**src/rtcrf_pkg.sv**
```systemverilog
`timescale 1ns / 1ps

package rtcrf_pkg;

	// Field widths
	localparam int W_OP     = 2;
	localparam int W_OFFSET = 6;
	localparam int W_BYTE   = 8;
	localparam int W_CYCLES = 16;
	localparam int W_SEC    = 6;
	localparam int W_MIN    = 6;
	localparam int W_HOUR   = 5;
	localparam int W_WDAY   = 3;
	localparam int W_DAY    = 5;
	localparam int W_MON    = 4;
	localparam int W_YEAR   = 12;
	localparam int W_TPS    = 20;
	localparam int W_DIV    = 21;
	localparam int STORE_BYTES = 64;

	localparam logic [W_TPS-1:0] TPS_RESET = 20'd200000;

	// Operation codes
	localparam logic [W_OP-1:0] OP_READ  = 2'd0;
	localparam logic [W_OP-1:0] OP_WRITE = 2'd1;
	localparam logic [W_OP-1:0] OP_TICK  = 2'd2;
	localparam logic [W_OP-1:0] OP_SYNC  = 2'd3;

	// Register offsets
	localparam logic [W_OFFSET-1:0] REG_SEC  = 6'h00;
	localparam logic [W_OFFSET-1:0] REG_MIN  = 6'h02;
	localparam logic [W_OFFSET-1:0] REG_HOUR = 6'h04;
	localparam logic [W_OFFSET-1:0] REG_WDAY = 6'h06;
	localparam logic [W_OFFSET-1:0] REG_DAY  = 6'h07;
	localparam logic [W_OFFSET-1:0] REG_MON  = 6'h08;
	localparam logic [W_OFFSET-1:0] REG_YEAR = 6'h09;
	localparam logic [W_OFFSET-1:0] REG_B    = 6'h0B;
	localparam logic [W_OFFSET-1:0] REG_D    = 6'h0D;

	localparam logic [W_BYTE-1:0] D_VALUE = 8'h80;
	localparam int B_BINARY_BIT = 2;
	localparam int B_SET_BIT    = 7;

	// Sync write sequence, one register per step
	localparam logic [2:0] IDX_SEC  = 3'd0;
	localparam logic [2:0] IDX_MIN  = 3'd1;
	localparam logic [2:0] IDX_HOUR = 3'd2;
	localparam logic [2:0] IDX_WDAY = 3'd3;
	localparam logic [2:0] IDX_DAY  = 3'd4;
	localparam logic [2:0] IDX_MON  = 3'd5;
	localparam logic [2:0] IDX_YEAR = 3'd6;

	// Controller to datapath commands
	typedef struct packed {
		logic       rd_issue;
		logic       wr_issue;
		logic       tick_issue;
		logic       sync_capture;
		logic       sec_adv;
		logic       sec_wr;
		logic       sync_wr;
		logic       load_out;
		logic [2:0] sync_idx;
	} cmd_t;

	// Datapath to controller status
	typedef struct packed {
		logic adv;
		logic b_set;
	} sts_t;

	// Packed BCD of a value below 100, or its plain binary form
	function automatic logic [7:0] bcd_enc(input logic [6:0] v, input logic bin);
		logic [14:0] prod;
		logic [3:0]  tens;
		logic [6:0]  rem;
		prod = 15'(v) * 15'd205;
		tens = prod[14:11];
		rem  = v - (7'({tens, 3'b000}) + 7'({tens, 1'b0}));
		return bin ? {1'b0, v} : {tens, rem[3:0]};
	endfunction

	// Remainder modulo 60 of a value up to 256
	function automatic logic [5:0] mod60(input logic [8:0] x);
		logic [8:0] r;
		priority if (x >= 9'd240) r = x - 9'd240;
		else if (x >= 9'd180)     r = x - 9'd180;
		else if (x >= 9'd120)     r = x - 9'd120;
		else if (x >= 9'd60)      r = x - 9'd60;
		else                      r = x;
		return r[5:0];
	endfunction

	// Latest year 1972..1999 with given leap status and 1 January weekday,
	// modulo 100
	function automatic logic [6:0] year_lut(input logic leap, input logic [2:0] wd);
		logic [6:0] y;
		unique case ({leap, wd})
			4'b0_000: y = 7'd95;
			4'b0_001: y = 7'd90;
			4'b0_010: y = 7'd91;
			4'b0_011: y = 7'd97;
			4'b0_100: y = 7'd98;
			4'b0_101: y = 7'd99;
			4'b0_110: y = 7'd94;
			4'b1_000: y = 7'd84;
			4'b1_001: y = 7'd96;
			4'b1_010: y = 7'd80;
			4'b1_011: y = 7'd92;
			4'b1_100: y = 7'd76;
			4'b1_101: y = 7'd88;
			4'b1_110: y = 7'd72;
			default:  y = 7'd98;
		endcase
		return y;
	endfunction

endpackage

```
**src/rtcrf_ctrl.sv**
```systemverilog
`timescale 1ns / 1ps

module rtcrf_ctrl (
	input  logic                          clk,
	input  logic                          arst_n,
	input  logic                          in_valid,
	output logic                          in_stall,
	input  logic [rtcrf_pkg::W_OP-1:0]    op,
	output logic                          out_valid,
	input  logic                          out_stall,
	input  rtcrf_pkg::sts_t               sts,
	output rtcrf_pkg::cmd_t               cmd
);
	import rtcrf_pkg::*;

	typedef enum logic [4:0] {
		S_IDLE    = 5'b00001,
		S_RD      = 5'b00010,
		S_TICK    = 5'b00100,
		S_TICK_WR = 5'b01000,
		S_SYNC    = 5'b10000
	} state_t;

	state_t     state_q, state_d;
	logic [2:0] idx_q, idx_d;
	logic       out_valid_q, out_valid_d;

	// Next state and commands
	always_comb begin
		cmd     = '0;
		state_d = state_q;
		idx_d   = idx_q;
		unique case (state_q)
			S_IDLE: begin
				if (in_valid) begin
					unique case (op)
						OP_READ: begin
							cmd.rd_issue = 1'b1;
							state_d = S_RD;
						end
						OP_WRITE: begin
							cmd.wr_issue = 1'b1;
						end
						OP_TICK: begin
							cmd.tick_issue = 1'b1;
							state_d = S_TICK;
						end
						OP_SYNC: begin
							if (!sts.b_set) begin
								cmd.sync_capture = 1'b1;
								state_d = S_SYNC;
								idx_d = IDX_SEC;
							end
						end
					endcase
				end
			end
			S_RD: begin
				if (!out_valid_q || !out_stall) begin
					cmd.load_out = 1'b1;
					state_d = S_IDLE;
				end
			end
			S_TICK: begin
				if (sts.adv) begin
					cmd.sec_adv = 1'b1;
					state_d = S_TICK_WR;
				end else begin
					state_d = S_IDLE;
				end
			end
			S_TICK_WR: begin
				cmd.sec_wr = 1'b1;
				state_d = S_IDLE;
			end
			S_SYNC: begin
				cmd.sync_wr  = 1'b1;
				cmd.sync_idx = idx_q;
				if (idx_q == IDX_YEAR) begin
					state_d = S_IDLE;
				end else begin
					idx_d = idx_q + 3'd1;
				end
			end
			default: begin
				state_d = S_IDLE;
			end
		endcase
	end

	// Hold a result until taken
	always_comb begin
		out_valid_d = cmd.load_out | (out_valid_q & out_stall);
	end

	always_ff @(posedge clk or negedge arst_n) begin
		if (!arst_n) begin
			state_q     <= S_IDLE;
			idx_q       <= IDX_SEC;
			out_valid_q <= 1'b0;
		end else begin
			state_q     <= state_d;
			idx_q       <= idx_d;
			out_valid_q <= out_valid_d;
		end
	end

	assign in_stall  = (state_q != S_IDLE);
	assign out_valid = out_valid_q;

endmodule

```
**src/rtcrf_dp.sv**
```systemverilog
`timescale 1ns / 1ps

module rtcrf_dp (
	input  logic                              clk,
	input  logic                              arst_n,
	input  rtcrf_pkg::cmd_t                   cmd,
	output rtcrf_pkg::sts_t                   sts,
	input  logic [rtcrf_pkg::W_OFFSET-1:0]    offset,
	input  logic [rtcrf_pkg::W_BYTE-1:0]      write_data,
	input  logic [rtcrf_pkg::W_CYCLES-1:0]    cycles,
	input  logic [rtcrf_pkg::W_SEC-1:0]       host_second,
	input  logic [rtcrf_pkg::W_MIN-1:0]       host_minute,
	input  logic [rtcrf_pkg::W_HOUR-1:0]      host_hour,
	input  logic [rtcrf_pkg::W_WDAY-1:0]      host_weekday,
	input  logic [rtcrf_pkg::W_DAY-1:0]       host_day,
	input  logic [rtcrf_pkg::W_MON-1:0]       host_month,
	input  logic [rtcrf_pkg::W_YEAR-1:0]      host_year,
	input  logic                              cfg_wr_en,
	input  logic [rtcrf_pkg::W_TPS-1:0]       cfg_wr_data,
	output logic [rtcrf_pkg::W_BYTE-1:0]      read_data
);
	import rtcrf_pkg::*;

	// Register store
	logic [W_BYTE-1:0]      mem [STORE_BYTES];
	logic [STORE_BYTES-1:0] valid_q;
	logic [W_BYTE-1:0]      rd_data_q;
	logic                   rd_ok_q;
	logic                   rd_d_q;
	logic [W_BYTE-1:0]      read_data_q;

	// Clock state
	logic [W_TPS-1:0] tps_q;
	logic [W_DIV-1:0] divider_q;
	logic             adv_q;
	logic [7:0]       seconds_q;
	logic [W_BYTE-1:0] b_q;

	// Captured host fields
	logic [W_SEC-1:0]  hsec_q;
	logic [W_MIN-1:0]  hmin_q;
	logic [W_HOUR-1:0] hhour_q;
	logic [W_WDAY-1:0] hwday_q;
	logic [W_DAY-1:0]  hday_q;
	logic [W_MON-1:0]  hmon_q;
	logic [W_YEAR-1:0] hyear_q;

	// Year mapping pipeline
	logic [12:0] p_y;
	logic [24:0] prod_y, prod_p;
	logic [5:0]  q100y_s1, q100p_s1;
	logic [11:0] r100_y;
	logic [12:0] sum_s;
	logic [12:0] s_s2, s_s3;
	logic        leap_s2, leap_s3;
	logic [25:0] prod_7;
	logic [9:0]  q7_s3;
	logic [12:0] r7;
	logic [6:0]  yr_s4;

	// Write port selection
	logic              wr_en;
	logic [W_OFFSET-1:0] wr_addr;
	logic [W_BYTE-1:0] wr_val;
	logic [6:0]        sync_val;
	logic              bin;
	logic [W_DIV-1:0]  div_sum;
	logic              reached;
	logic [7:0]        wr_secs;

	assign bin = b_q[B_BINARY_BIT];

	// Pick the register and value for each sync step
	always_comb begin
		unique case (cmd.sync_idx)
			IDX_SEC:  sync_val = 7'(hsec_q);
			IDX_MIN:  sync_val = 7'(hmin_q);
			IDX_HOUR: sync_val = 7'(hhour_q);
			IDX_WDAY: sync_val = 7'(hwday_q) + 7'd1;
			IDX_DAY:  sync_val = 7'(hday_q);
			IDX_MON:  sync_val = 7'(hmon_q);
			IDX_YEAR: sync_val = yr_s4;
			default:  sync_val = yr_s4;
		endcase
	end

	always_comb begin
		wr_en   = 1'b0;
		wr_addr = REG_SEC;
		wr_val  = write_data;
		priority if (cmd.wr_issue) begin
			wr_en   = (offset != REG_D);
			wr_addr = offset;
			wr_val  = write_data;
		end else if (cmd.sec_wr) begin
			wr_en   = 1'b1;
			wr_addr = REG_SEC;
			wr_val  = bcd_enc(seconds_q[6:0], bin);
		end else if (cmd.sync_wr) begin
			wr_en  = 1'b1;
			wr_val = bcd_enc(sync_val, bin);
			unique case (cmd.sync_idx)
				IDX_SEC:  wr_addr = REG_SEC;
				IDX_MIN:  wr_addr = REG_MIN;
				IDX_HOUR: wr_addr = REG_HOUR;
				IDX_WDAY: wr_addr = REG_WDAY;
				IDX_DAY:  wr_addr = REG_DAY;
				IDX_MON:  wr_addr = REG_MON;
				IDX_YEAR: wr_addr = REG_YEAR;
				default:  wr_addr = REG_YEAR;
			endcase
		end
	end

	// Store: one write port, one registered read port
	always_ff @(posedge clk) begin
		if (wr_en) begin
			mem[wr_addr] <= wr_val;
		end
		if (cmd.rd_issue) begin
			rd_data_q <= mem[offset];
		end
	end

	// Track written entries; an unwritten entry reads as zero
	always_ff @(posedge clk or negedge arst_n) begin
		if (!arst_n) begin
			valid_q <= '0;
			rd_ok_q <= 1'b0;
			rd_d_q  <= 1'b0;
		end else begin
			if (wr_en) begin
				valid_q[wr_addr] <= 1'b1;
			end
			if (cmd.rd_issue) begin
				rd_ok_q <= valid_q[offset];
				rd_d_q  <= (offset == REG_D);
			end
		end
	end

	// Output register
	always_ff @(posedge clk) begin
		if (cmd.load_out) begin
			read_data_q <= rd_d_q ? D_VALUE : (rd_ok_q ? rd_data_q : '0);
		end
	end

	assign read_data = read_data_q;

	// Divider sum and threshold
	assign div_sum = divider_q + W_DIV'(cycles);
	assign reached = (div_sum >= W_DIV'(tps_q));

	// Seconds loaded by a write to register 0
	assign wr_secs = bin ? write_data
		: ({1'b0, write_data[7:4], 3'b000} + {2'b00, write_data[7:4], 1'b0}
			+ {4'b0000, write_data[3:0]});

	// Clock state
	always_ff @(posedge clk or negedge arst_n) begin
		if (!arst_n) begin
			tps_q     <= TPS_RESET;
			divider_q <= '0;
			adv_q     <= 1'b0;
			seconds_q <= '0;
			b_q       <= '0;
		end else begin
			if (cfg_wr_en) begin
				tps_q <= cfg_wr_data;
			end
			if (cmd.tick_issue) begin
				divider_q <= reached ? '0 : div_sum;
				adv_q     <= reached;
			end
			if (cmd.wr_issue && offset == REG_B) begin
				b_q <= write_data;
			end
			priority if (cmd.wr_issue && offset == REG_SEC) begin
				seconds_q <= wr_secs;
			end else if (cmd.sec_adv) begin
				seconds_q <= 8'(mod60(9'(seconds_q) + 9'd1));
			end else if (cmd.sync_capture) begin
				seconds_q <= 8'(host_second);
			end
		end
	end

	// Capture host fields for a sync
	always_ff @(posedge clk) begin
		if (cmd.sync_capture) begin
			hsec_q  <= host_second;
			hmin_q  <= host_minute;
			hhour_q <= host_hour;
			hwday_q <= host_weekday;
			hday_q  <= host_day;
			hmon_q  <= host_month;
			hyear_q <= host_year;
		end
	end

	// Year stage 1: divide year and year-1 (shifted by 400) by 100
	assign p_y    = 13'(hyear_q) + 13'd399;
	assign prod_y = 25'(hyear_q) * 25'd5243;
	assign prod_p = 25'(p_y) * 25'd5243;

	// Year stage 2: leap status and weekday sum
	assign r100_y = hyear_q - 12'(q100y_s1) * 12'd100;
	assign sum_s  = 13'd1 + p_y + 13'(p_y[12:2]) - 13'(q100p_s1) + 13'(q100p_s1[5:2]);

	// Year stage 3: divide by 7; stage 4: remainder and lookup
	assign prod_7 = 26'(s_s2) * 26'd9363;
	assign r7     = s_s3 - 13'(q7_s3) * 13'd7;

	always_ff @(posedge clk) begin
		q100y_s1 <= prod_y[24:19];
		q100p_s1 <= prod_p[24:19];
		s_s2     <= sum_s;
		leap_s2  <= (hyear_q[1:0] == 2'b00) && ((r100_y != '0) || (q100y_s1[1:0] == 2'b00));
		q7_s3    <= prod_7[25:16];
		s_s3     <= s_s2;
		leap_s3  <= leap_s2;
		yr_s4    <= year_lut(leap_s3, r7[2:0]);
	end

	assign sts.adv   = adv_q;
	assign sts.b_set = b_q[B_SET_BIT];

endmodule

```
**src/rtc_register_file_with_seconds_tick.sv**
```systemverilog
`timescale 1ns / 1ps
// Read: the store is read into a register as the request is accepted, then
// the result moves to read_data once no earlier result waits on out_stall.
// Write, and a sync while SET is on: handled while idle. Tick: the divider
// updates, then on a rollover the seconds and then register 0 (one store port).
// Sync: one register per cycle through the single store write port.
// Reset (arst_n low) clears control, divider, seconds and store valid bits at
// once, so every register but D reads zero; the threshold returns to 200000.

module rtc_register_file_with_seconds_tick (
	input  logic                              clk,
	input  logic                              arst_n,
	input  logic                              in_valid,
	output logic                              in_stall,
	input  logic [rtcrf_pkg::W_OP-1:0]        op,
	input  logic [rtcrf_pkg::W_OFFSET-1:0]    offset,
	input  logic [rtcrf_pkg::W_BYTE-1:0]      write_data,
	input  logic [rtcrf_pkg::W_CYCLES-1:0]    cycles,
	input  logic [rtcrf_pkg::W_SEC-1:0]       host_second,
	input  logic [rtcrf_pkg::W_MIN-1:0]       host_minute,
	input  logic [rtcrf_pkg::W_HOUR-1:0]      host_hour,
	input  logic [rtcrf_pkg::W_WDAY-1:0]      host_weekday,
	input  logic [rtcrf_pkg::W_DAY-1:0]       host_day,
	input  logic [rtcrf_pkg::W_MON-1:0]       host_month,
	input  logic [rtcrf_pkg::W_YEAR-1:0]      host_year,
	output logic                              out_valid,
	input  logic                              out_stall,
	output logic [rtcrf_pkg::W_BYTE-1:0]      read_data,
	input  logic                              cfg_wr_en,
	input  logic [rtcrf_pkg::W_TPS-1:0]       cfg_wr_data
);
	import rtcrf_pkg::*;

	cmd_t cmd;
	sts_t sts;

	rtcrf_ctrl u_ctrl (
		.clk       (clk),
		.arst_n    (arst_n),
		.in_valid  (in_valid),
		.in_stall  (in_stall),
		.op        (op),
		.out_valid (out_valid),
		.out_stall (out_stall),
		.sts       (sts),
		.cmd       (cmd)
	);

	rtcrf_dp u_dp (
		.clk          (clk),
		.arst_n       (arst_n),
		.cmd          (cmd),
		.sts          (sts),
		.offset       (offset),
		.write_data   (write_data),
		.cycles       (cycles),
		.host_second  (host_second),
		.host_minute  (host_minute),
		.host_hour    (host_hour),
		.host_weekday (host_weekday),
		.host_day     (host_day),
		.host_month   (host_month),
		.host_year    (host_year),
		.cfg_wr_en    (cfg_wr_en),
		.cfg_wr_data  (cfg_wr_data),
		.read_data    (read_data)
	);

	// Never overwrite a result still waiting at the output
	a_no_overwrite: assert property (@(posedge clk) disable iff (!arst_n)
		cmd.load_out |-> (!out_valid || !out_stall))
		else $error("read result overwritten while pending");

	// One source on the store write port
	a_one_writer: assert property (@(posedge clk) disable iff (!arst_n)
		$onehot0({cmd.wr_issue, cmd.sec_wr, cmd.sync_wr}))
		else $error("store write port claimed twice");

	// A sync is started only while SET is clear
	a_sync_gate: assert property (@(posedge clk) disable iff (!arst_n)
		cmd.sync_capture |-> !sts.b_set)
		else $error("sync started while SET is on");

	// An accepted read blocks the input until its result is loaded
	a_read_busy: assert property (@(posedge clk) disable iff (!arst_n)
		(in_valid && !in_stall && op == OP_READ) |=> in_stall)
		else $error("input taken during read");

endmodule
```
**config.mk**
```make
export PLATFORM = sky130hd
export DESIGN_NAME = rtc_register_file_with_seconds_tick
export DESIGN_NICKNAME = d
export VERILOG_FILES = /design/src/rtcrf_pkg.sv /design/src/rtcrf_ctrl.sv /design/src/rtcrf_dp.sv /design/src/rtc_register_file_with_seconds_tick.sv
export SDC_FILE = /design/constraint.sdc
export NUM_CORES = 2
export LEC_CHECK = 0
export ABC_AREA = 1
export BUFFER_PORTS_ARGS = -buffer_cell sky130_fd_sc_hd__buf_2
export CORE_ASPECT_RATIO = 1.5
export CORE_MARGIN = 2
export CORE_UTILIZATION = 42
export CTS_CLUSTER_DIAMETER = 150
export DETAILED_ROUTE_END_ITERATION = 6
export SLEW_MARGIN = 20
export SYNTH_ARGS = -nofsm -noshare
export SYNTH_HDL_FRONTEND = slang
export SYNTH_SLANG_ARGS = --single-unit
```
**constraint.sdc**
```tcl
create_clock -name clk -period 9.5 [get_ports clk]
set_input_delay 1.425 -clock clk [delete_from_list [all_inputs] [get_ports clk]]
set_output_delay 1.425 -clock clk [all_outputs]
set_load 0.01 [all_outputs]
```
==> run metrics <==
CTS Buffer Depth=3; Core Area=around 0.098 mm²; minimum clock period=7.058 ns; Slew HR=a little over 30%; Yosys cell types=66; final worst-path cycle share=around three quarters; Fill cells=9042; clk slew on worst S/H paths=~0.070 ns; Initial DRT Pass Iterations=6; layer with the highest usage=met2; DR iter-0 viols=between 1500 and 2000; max-slew violations=0; final setup TNS=0 ns; CTS tree=done; RSZ-0062 raised after global routing=no; Worst setup EP type=flop; top-level port count=approximately 110; Synth Warn #=0; vias=27490; met1 Usage GRT=a little under a quarter; Crit path required time=10.03 ns; DR vias/cell=between 5 and 6; placer congestion estimate=roughly 0.88; Post-Synth Adder-Cell Area=roughly a fifth; Data arrival, critical path=7.59 ns; Critical Path Fanout Max=8; peak per-stage delay on the critical path=about 0.74 ns; fraction of layout instances using a drive strength above 1=8.241%; first-pass GRT wire length=between 150000 and 200000 µm; DP HPWL=between 60000 and 70000 µm; Leak=19.42 nW; placed cell count=between 5000 and 6000; fmax=around 140 MHz; antenna violations before repair=2; Die Area=roughly 0.10 mm²; Total GRT Usage=about a fifth; routed len/inst=about 20 µm; Cell Rows=141; Setup Fix Bufs, Post-CTS=0; Synth Register Bits=between 700 and 800; Worst-Skew Late Latency=between 0.6 and 0.7 ns; Final Hold Vio Count=0; simple-gate share of the synthesized area=8.607%; XOR/XNOR Fraction of Synth Area=under 10%; ANT cells=0; status=complete, no violations; CTS Buf Count=73; CP dominant cell by count=inv_1; CTS resizes=0; largest net degree at the start of global routing=131; met3 GRT Util=under 10%; smallest hold slack=approximately 0.34 ns; Mapped Cells=3728; number of synthesized flops with an enable pin=~570; Setup CP Type=reg2reg; Avg Cell Area, Syn=about 11 µm²; Die X-Extent=260.4 µm; MaxCap Viol Count=0; Tot Pwr=between 15 and 20 mW; post-cts hold buffer count=0; compound-cell area share of the yosys netlist=between 10% and 20%; Hold Crit Class=reg2reg; CP Launch Type=flop; GR Overflow Total=0; final setup vio count=0; Final Instance Count excl. Fillers=between 5000 and 6000; dominant synthesized flop cell=edfxtp_1; Max IR drop VDD=0.0002375 V; sequential area share after synthesis=50.82%; post-synthesis mux area share=0.05134%; Worst Tran Pin Value=about 1.0 ns; clk_skew=~0.028 ns; Port Buf Inserts=~110; nets=4493; main combinational cell family by area after synthesis=adder cells; vias in the first global route=28670; Initial Util=42.24%; post-route antenna net violation count=0; Pwr Density=~330 mW/mm²; Slowest-stage cell, CP=xor2_1; H-tree depth=3; grt met2 use=a little under two fifths; clock sinks=735; cell chosen for the clock root=clkbuf_16; die height=a little under 400 µm; drt drc=0; synth-to-layout area growth=10.51%; final wirelength=between 100000 and 150000 µm; FFs w/ async S/R, synth=~17%; Mapped Area=approximately 0.041 mm²
[through the flow]
step	cell area (µm²)	setup slack, ns	utilization (%)
after detailed placement	43400	2.391	44.24
after CTS	45780	2.351	46.68
after global placement	43400	2.517	44.24
final	45780	2.442	46.68
after global routing	45780	1.775	46.68
after floorplan	41460	1.426	-
[cells by family (layout without fill, tap and decap cells)]
family                   count (synthesis)  after routing
AO/OA/AOI/OAI                          817            817
XOR/XNOR                                99             99
adder cells (fa/ha/maj)                581            581
buffers and inverters                  665            801
flip-flops                             735            735
multiplexers                             2              2
other                                    1              8
AND/OR/NAND/NOR                        828            828
[sequential cells by signal, summed over array words and instances, names as in the netlist, 4 cells and up]
signal / cells
u_dp.read_data: 8
u_dp.seconds_q: 8
u_dp.q100y_s1: 6
u_dp.mem: 512
u_dp.hyear_q: 12
u_dp.divider_q: 21
u_dp.tps_q: 20
u_dp.rd_data_q: 8
u_dp.hmin_q: 6
u_dp.hsec_q: 6
u_dp.hday_q: 5
u_dp.q100p_s1: 6
u_dp.s_s2: 13
u_dp.yr_s4: 6
u_ctrl.state_q: 5
u_dp.valid_q: 64
u_dp.hmon_q: 4
u_dp.hhour_q: 5
[layout by cell type, fill, tap and decap left out, types with 24 or more instances in the layout]
| cell type | Yosys | routed |
|---|---|---|
| edfxtp_1 | 569 | 569 |
| inv_1 | 522 | 521 |
| ha_1 | 423 | 423 |
| o21ai_0 | 388 | 387 |
| nand2_1 | 350 | 350 |
| nor2_1 | 290 | 285 |
| fa_1 | 158 | 158 |
| a21oi_1 | 131 | 131 |
| a22oi_1 | 129 | 129 |
| dfrtp_1 | 120 | 120 |
| buf_2 | 21 | 104 |
| clkbuf_16 | 0 | 76 |
| xor2_1 | 71 | 71 |
| nand3_1 | 60 | 57 |
| nand4_1 | 50 | 50 |
| dfxtp_1 | 39 | 39 |
| xnor2_1 | 28 | 28 |
| buf_4 | 4 | 24 |
[critical path: cells and delay by family (launching register included)]
kind,cells,cell delay (ns)
AO/OA/AOI/OAI,5,1.11
XOR/XNOR,2,0.88
adder cells (fa/ha/maj),7,2.70
buffers and inverters,6,0.65
flip-flops,1,0.54
AND/OR/NAND/NOR,8,1.02
[cell type report]
| class | count | area, µm² | area share [%] |
|---|---|---|---|
| clock buffers | 100 | 2032 | 4.438 |
| clock inverters | 32 | 354.1 | 0.7734 |
| inverters | 538 | 2022 | 4.416 |
| multi-input cells | 2335 | 17960 | 39.23 |
| flip-flops and latches | 735 | 21050 | 45.99 |
| well taps | 1287 | 1610 | 3.517 |
| repair buffers | 131 | 752.0 | 1.642 |
[worst paths after layout]
path / end / cells after the start / startpoint / slack (ns)
worst min register to register: u_dp.leap_s3$_DFF_P_ / 0 / u_dp.leap_s2$_DFF_P_ / 0.34
max in group asynchronous: u_dp.valid_q[14]$_DFFE_PN0N_ / 2 / arst_n / 7.33
worst max-delay path: u_dp.q100p_s1[5]$_DFF_P_ / 28 / u_dp.hyear_q[0]$_DFFE_PP_ / 2.44
worst max register to register: u_dp.q100p_s1[5]$_DFF_P_ / 28 / u_dp.hyear_q[0]$_DFFE_PP_ / 2.44
worst min-delay path: u_dp.leap_s3$_DFF_P_ / 0 / u_dp.leap_s2$_DFF_P_ / 0.34
min in group asynchronous: u_dp.divider_q[8]$_DFFE_PN0P_ / 1 / arst_n / 0.75
[power by group]
part	switching [mW]	leakage, nW	internal [mW]
Clock	1.28	1.14	1.65
Combinational	4.80	11.4	3.34
Sequential	0.216	6.93	3.93
[synthesized netlist by cell type, drive strengths merged, types with 9 or more instances]
library cell  count  area, µm²
a21o              9      67.56
a21oi           132      664.4
a221oi           21      183.9
a22o             18      157.7
a22oi           129      968.4
buf              33      165.2
clkbuf           94      352.8
dfrtp           120       3003
dfxtp            39      780.8
edfxtp          569      17090
fa              158       3163
ha              423       5293
inv             534       2004
nand2           351       1320
nand3            66      360.4
nand4            51      325.3
nor2            301       1177
nor3             12      65.06
o211ai           22      165.2
o21ai           412       2103
o21bai           10      78.82
o221ai           22      192.7
o22ai             9      56.30
or2              35      219.0
xnor2            28      245.2
xor2             71      621.9
[metal layers]
metal	routed length, µm	up-vias
met5	28	-
met4	3264	4
met3	4751	172
met2	53620	679
met1	40640	13530
li1	-	13110
(Power assumes the default switching activity.)
